[src/rtl/variable_record_ring_queue_assert.svh]
// ----------------------------------------------------------------------------
// variable_record_ring_queue assertion macros
// Shared property wrappers for the ring queue checks, clocked on clock
// and disabled during reset.
// ----------------------------------------------------------------------------
`ifndef VARIABLE_RECORD_RING_QUEUE_ASSERT_SVH
`define VARIABLE_RECORD_RING_QUEUE_ASSERT_SVH

// condition must hold at every edge out of reset
`define VRQ_ASSERT_ALWAYS(label, cond) \
   label: assert property (@(posedge clock) disable iff (reset) (cond)) \
      else $error("ring queue invariant violated");

// consequent must hold in the cycle after the antecedent
`define VRQ_ASSERT_NEXT(label, ante, cons) \
   label: assert property (@(posedge clock) disable iff (reset) (ante) |=> (cons)) \
      else $error("ring queue sequence violated");

`endif

[src/rtl/vrq_pkg.sv]
// ----------------------------------------------------------------------------
// vrq_pkg
// Types, sizes and helpers shared by the ring queue front, back and top.
// ----------------------------------------------------------------------------
package vrq_pkg;

   localparam int RING_MAX_BYTES   = 8192;
   localparam int HEADER_BYTES     = 16;
   localparam int MAX_RECORDS      = 512;
   localparam int CORE_ID_BITS     = 12;
   localparam int RING_RESET_BYTES = 4096;

   localparam int OFS_BITS      = 14;
   localparam int OUT_OFS_BITS  = 13;
   localparam int ARG_BITS      = 13;
   localparam int MODE_BITS     = 3;
   localparam int IDX_BITS      = $clog2(MAX_RECORDS);
   localparam int CSR_ADDR_BITS = 3;
   localparam int CSR_DATA_BITS = 32;

   localparam logic [MODE_BITS-1:0] MODE_PUSH        = 3'd0;
   localparam logic [MODE_BITS-1:0] MODE_PEEK        = 3'd1;
   localparam logic [MODE_BITS-1:0] MODE_POP         = 3'd2;
   localparam logic [MODE_BITS-1:0] MODE_POP_DISOWN  = 3'd3;
   localparam logic [MODE_BITS-1:0] MODE_OWN         = 3'd4;
   localparam logic [MODE_BITS-1:0] MODE_DISOWN      = 3'd5;

   // register index of ring_bytes, taken from paddr[2]
   localparam logic REG_RING_BYTES = 1'b0;

   typedef enum logic [2:0] {
      OP_PUSH        = 3'd0,
      OP_PEEK        = 3'd1,
      OP_POP         = 3'd2,
      OP_POP_DISOWN  = 3'd3,
      OP_OWN         = 3'd4,
      OP_DISOWN      = 3'd5,
      OP_BAD         = 3'd6
   } op_type;

   typedef enum logic [1:0] {
      STAT_OK    = 2'd0,
      STAT_OWNER = 2'd1,
      STAT_EMPTY = 2'd2,
      STAT_SPACE = 2'd3
   } status_type;

   typedef struct packed {
      op_type                  op;
      logic [CORE_ID_BITS-1:0] core;
      logic [ARG_BITS-1:0]     arg;
   } cmd_type;

   typedef struct packed {
      logic                clear;
      logic [OFS_BITS-1:0] ring_bytes;
   } cfg_type;

   function automatic logic [IDX_BITS-1:0] next_idx(input logic [IDX_BITS-1:0] i);
      logic [IDX_BITS-1:0] r;
      if (i == IDX_BITS'(MAX_RECORDS - 1)) begin
         r = '0;
      end else begin
         r = i + IDX_BITS'(1);
      end
      return r;
   endfunction

endpackage

[src/rtl/vrq_front.sv]
// ----------------------------------------------------------------------------
// vrq_front
// Accepts request words, decodes the mode and holds them in a two-entry
// queue for the back end.
// ----------------------------------------------------------------------------
module vrq_front (
   input  logic                             clock,
   input  logic                             reset,
   input  logic                             req_valid,
   output logic                             req_stall,
   input  logic [vrq_pkg::MODE_BITS-1:0]    req_mode,
   input  logic [vrq_pkg::CORE_ID_BITS-1:0] req_core_id,
   input  logic [vrq_pkg::ARG_BITS-1:0]     req_arg_bytes,
   output logic                             cmd_valid,
   output vrq_pkg::cmd_type                 cmd,
   input  logic                             cmd_take
);

   vrq_pkg::cmd_type q_ff [2];
   logic             wr_ptr_ff, wr_ptr_in;
   logic             rd_ptr_ff, rd_ptr_in;
   logic [1:0]       count_ff, count_in;
   logic             push;
   vrq_pkg::cmd_type decoded;

   always_comb begin
      unique case (req_mode)
         vrq_pkg::MODE_PUSH:       decoded.op = vrq_pkg::OP_PUSH;
         vrq_pkg::MODE_PEEK:       decoded.op = vrq_pkg::OP_PEEK;
         vrq_pkg::MODE_POP:        decoded.op = vrq_pkg::OP_POP;
         vrq_pkg::MODE_POP_DISOWN: decoded.op = vrq_pkg::OP_POP_DISOWN;
         vrq_pkg::MODE_OWN:        decoded.op = vrq_pkg::OP_OWN;
         vrq_pkg::MODE_DISOWN:     decoded.op = vrq_pkg::OP_DISOWN;
         default:                  decoded.op = vrq_pkg::OP_BAD;
      endcase
      decoded.core = req_core_id;
      decoded.arg  = req_arg_bytes;
   end

   assign req_stall = (count_ff == 2'd2);
   assign push      = req_valid && !req_stall;
   assign cmd_valid = (count_ff != 2'd0);
   assign cmd       = q_ff[rd_ptr_ff];

   always_comb begin
      wr_ptr_in = push     ? !wr_ptr_ff : wr_ptr_ff;
      rd_ptr_in = cmd_take ? !rd_ptr_ff : rd_ptr_ff;
      count_in  = count_ff + 2'(push) - 2'(cmd_take);
   end

   always_ff @(posedge clock) begin
      if (reset) begin
         wr_ptr_ff <= 1'b0;
         rd_ptr_ff <= 1'b0;
         count_ff  <= 2'd0;
      end else begin
         wr_ptr_ff <= wr_ptr_in;
         rd_ptr_ff <= rd_ptr_in;
         count_ff  <= count_in;
      end
   end

   always_ff @(posedge clock) begin
      if (push) begin
         q_ff[wr_ptr_ff] <= decoded;
      end
   end

endmodule

[config.mk]
export PLATFORM = sky130hd
export DESIGN_NAME = vrq_front
export DESIGN_NICKNAME = d
export VERILOG_FILES = /design/src/rtl/variable_record_ring_queue_assert.svh /design/src/rtl/vrq_pkg.sv /design/src/rtl/vrq_front.sv
export SDC_FILE = /design/constraint.sdc
export NUM_CORES = 1
export LEC_CHECK = 0
export BUFFER_PORTS_ARGS = -buffer_cell sky130_fd_sc_hd__buf_2
export CORE_MARGIN = 3
export CORE_UTILIZATION = 51
export DETAILED_ROUTE_END_ITERATION = 10
export GPL_ROUTABILITY_DRIVEN = 1
export PLACE_DENSITY = 0.77
export SYNTH_ARGS = -nofsm -noshare
export SYNTH_HDL_FRONTEND = slang
export SYNTH_SLANG_ARGS = --single-unit
[constraint.sdc]
create_clock -name clock -period 2.6 [get_ports clock]
set_clock_uncertainty 0.05 [all_clocks]
set_input_delay 0.26 -clock clock [delete_from_list [all_inputs] [get_ports clock]]
set_output_delay 0.26 -clock clock [all_outputs]
set_load 0.03 [all_outputs]
== Yosys cells after proc, flatten, opt, wreduce, memory -nomap -nowiden ==
Memory sizes are Yosys's and may differ from the RTL's. A register that Yosys moved wholly into a read port is not among the register bits.
Cells that the tools add are included.

* Memories kept: 1
* Bits in registers: 4
* Output and inout port bits: 30
* Bits in writable memories: 56
* Input port bits: 32
* Word-level logic and storage cells: 23

* Equality and inequality tests: 6
* Reduce and logical (&&, ||, !) cells: 6
* $add $sub $neg: 2
* Mux-type cells: 5

{| class="wikitable"
|+ Memory list
! memory !! depth !! bits a word !! rd ports !! clocked after Yosys merged registers in !! wr ports !! line !! RTL
|-
| q_ff || 2 || 28 || 1 || 1 || 1 || vrq_front.sv:19 || <nowiki>vrq_pkg::cmd_type q_ff [2];</nowiki>
|}

{| class="wikitable"
|+ Operators by type and width
! operator !! count
|-
| case mux 3 bit (6 select lines) || 1
|-
| equality test 3 x 2 -> 1 bit (second input constant) || 2
|-
| equality test 3 bit (second input constant) || 2
|-
| two-way mux 1 bit || 4
|-
| equality test 3 x 1 -> 1 bit (second input constant) || 1
|-
| zero test 1 bit || 3
|-
| zero test 3 bit || 1
|-
| adder 2 x 1 -> 2 bit || 1
|-
| equality test 2 bit (second input constant) || 1
|-
| nonzero test 2 bit || 1
|-
| subtractor 2 x 1 -> 2 bit || 1
|-
| logical AND 1 bit || 1
|}

== Logic depth before layout (Yosys ltp) ==
* Depth after elaboration: 5
* Mapped depth: 8
* Gate-level depth less buffers: 8

== Worst setup path after synthesis ==
Ideal clock, no wire load.

* Path kind: reg-to-reg
* Start point: reg count_ff[0]
* End point: mem q_ff[0][0] in the netlist's numbering, enable pin
* Path slack: 733 ps
* Library setup time: 383 ps
* Cell stages (with the launch flop): 5
* Data arrival time: 1434 ps
* Period minus slack after synthesis: 1867 ps
* Path through: dfxtp_1 -> nand2b_2 -> inv_2 -> or3_1 -> inv_1

* Longest elaborated chain between the ends: 5

{| class="wikitable"
|+ Ends and longest elaborated chain
! what !! line !! RTL
|-
| start, declared || vrq_front.sv:22 || <nowiki>logic [1:0] count_ff, count_in;</nowiki>
|-
| start signal, assigned || vrq_front.sv:59 || <nowiki>count_ff <= count_in;</nowiki>
|-
| equality test 2 bit || vrq_front.sv:40 || <nowiki>assign req_stall = (count_ff == 2'd2);</nowiki>
|-
| via req_stall || vrq_front.sv:10 || <nowiki>output logic req_stall,</nowiki>
|-
| zero test 1 bit || vrq_front.sv:41 || <nowiki>assign push = req_valid && !req_stall;</nowiki>
|-
| logical AND 1 bit || vrq_front.sv:41 ||
|-
| two-way mux 1 bit || vrq_front.sv:64 || <nowiki>if (push) begin</nowiki>
|-
| two-way mux 1 bit (not written as such) || vrq_front.sv:65 || <nowiki>q_ff[wr_ptr_ff] <= decoded;</nowiki>
|-
| end, declared || vrq_front.sv:19 ||
|}

The timed path passes the listed nets, and every way through them passes these cells.

==> results.md <==
- Worst hold path type: in2reg
- TritonCTS clock tree: done
- Clock-pin slew on the worst setup and hold paths: about 60 ps
- Iter 0 DRT Violations: 43
- Register area share after synthesis: 0.7846
- Vias after detailed routing: about 1200
- CP max stage delay: about 450 ps
- Post-CTS setup repair buffer count: 0
- Vias in the first global route: around 1200
- Die width: between 70 and 80 µm
- Rel. slew slack: 0.5690
- Root Buffer: clkbuf_8
- Critical-path cell list: buf_4 -> mux2_2 -> buf_2
- Startpoint types: register
- Die area: 5290 µm²
- Max cap viols: 0
- P_leak: 0.001085 µW
- Total GRT Usage: 0.1512
- Hold_buf cts: 0
- Pwr dens: ~820 nW/µm²
- Via/cell ratio: slightly below 5
- GP Congestion: 0.6537
- CP bufs+invs: 2
- CTS H-Tree Depth: 3
- Family with the most delay on the worst path: buffers and inverters
- Placed instance count: roughly 220
- Post-DP Area: around 2600 µm²
- Fin util: 0.6697
- Initial antenna violation count: 0
- Post-route non-filler standard cell count: around 240
- Antenna fix cells: 0
- Peak supply drop: approximately 0.49 mV
- RSZ-0062 raised after global routing: false
- Worst path required time: approximately 2300 ps
- CTS buffer count: 9
- Die H: between 70 and 80 µm
- Post-placement worst setup slack: around 800 ps
- CP max-delay cell: dfxtp_1
- Critical path fanouts, max: 23
- Post-Route WL: ~3.6 mm
- Peak Freq: 501.2 MHz
- # IOs: 62
- Worst skew pair latency: 310 ps
- Post-synth design cell area: 2271 µm²
- Final worst slack: 604.7 ps
- Syn_area_per_cell: 19.58 µm²
- Distinct cells, synth: 23
- Gr ovfl total: 0
- Crit path capture type: primary output
- Row cnt: 23
- Starting Density: 0.5480
- Status: finished clean
- Clock Path Buffers: 2
- Most common cell after layout, fill and taps aside: buf_2
- # resized after CTS: 0
- # DRC: 0
- Hold violation total from the final report: 0
- Slew @ Worst Pin: roughly 650 ps
- Critical Path AT: between 1500 and 2000 ps
- Fin area: 2775 µm²
- Fin nets: roughly 220
- CTS sink count: around 60
- Register bit total from synthesis: a little over 60
- Post-route ant nets: 0
- CP Class: reg2out
- Iteration count of the initial detailed-routing pass: 4
- Period minus WS final: 1995 ps
- Setup TNS: 0 ps
- Port Buffers: between 60 and 70
- Final Slew Violations: 0
- Commonest cells after routing, fill and taps aside: 61 x buf_2, 56 x edfxtp_1, 28 x mux2_2
- Post-DP HPWL: roughly 2.6 mm
- Net Count, Synth: 150
- Core area: approximately 4100 µm²
- Gate Count Post-Synth: around 120
- Pin count of the biggest net entering global routing: 29
- WL/cell: between 15 and 20 µm
- Count of warnings emitted by yosys: 0
- Final worst path period share: 0.7674
- Share of cells above drive strength 1: 0.5691
- Setup violators final: 0
- Global-route wire length before repair: around 5.7 mm
- Area Overhead vs Synth: 22.20%
[metrics by stage]
stage / power [µW] / hold slack, ps
2_1_floorplan: 1547 / 279.1
3_3_place_gp: 1667 / 400.2
3_5_place_dp: 1686 / 401.4
4_1_cts: 2317 / 66.94
5_1_grt: 2399 / 63.57
6_report: 2288 / 83.69
[cell usage after synthesis, drive strengths merged]
cell	n	area, µm²
buf	3	30.03
and3	1	7.510
nor2	3	11.26
and2	1	6.260
o21ai	1	5.000
dfxtp	5	100.1
clkbuf	2	7.510
ha	2	25.02
a21boi	1	7.510
nor3	1	5.000
nand2b	1	8.760
nand2	1	3.750
or3	1	6.260
xor2	1	8.760
edfxtp	56	1682
a21oi	1	5.000
inv	4	15.01
mux2	28	315.3
nor2b	1	6.260
xnor2	1	8.760
or2	1	6.260
[state kept, by name (all words and copies together) (netlist names), named ones only]
| signal | flops |
|---|---|
| count_ff | 2 |
| q_ff | 56 |
| rd_ptr_ff | 1 |
| wr_ptr_ff | 1 |
[power by group]
| part | leakage, µW | switching, µW | internal, µW |
|---|---|---|---|
| combinational | 0.000443 | 284 | 160 |
| sequential | 0.000564 | 28.6 | 1180 |
| clock | 0.0000788 | 301 | 330 |
| total | 0.00109 | 614 | 1670 |
[layout make-up]
cell class	instances	area, µm²
well taps	50	62.56
multi-input cells	46	436.7
inverters	4	15.01
flip-flops and latches	61	1782
fillers	292	1369
repair buffers	63	332.8
clock inverters	3	15.01
clock buffers	11	131.4
[worst register-to-register path, stage by stage (launching register included)]
cell and delay, ps:
dfxtp_1 340, nand2b_2 150, inv_2 40, or3_1 320
inv_1 360, buf_12 220
[path summary, 6_finish.rpt]
path,depth (start not counted),slack (ps),end,startpoint
max,3,600,cmd[2],register
min,1,80,q_ff[1][7],req_arg_bytes[7]
max reg2reg,5,820,q_ff[0][17],count_ff[0]
min reg2reg,2,460,wr_ptr_ff,wr_ptr_ff
[cells by family (layout without fill, tap and decap cells)]
kind of cell | Yosys count | in the layout | share of synthesized area
AND/OR/NAND/NOR | 11 | 11 | 0.02700
multiplexers | 28 | 28 | 0.1388
adder cells (fa/ha/maj) | 2 | 2 | 0.01102
AO/OA/AOI/OAI | 3 | 3 | 0.007711
flip-flops | 61 | 61 | 0.7846
XOR/XNOR | 2 | 2 | 0.007715
buffers and inverters | 9 | 81 | 0.02314
[metal layers]
layer / global-route usage / share of wire / vias up / wire [µm]
met5: 0 / 0 / - / 0
met4: 0.09221 / 0.012 / 0 / 43
met3: 0.04821 / 0.070 / 4 / 252
met2: 0.2525 / 0.54 / 40 / 1942
met1: 0.1676 / 0.38 / 531 / 1382
li1: - / - / 575 / -
No activity file was read; power rests on OpenSTA's default activity.
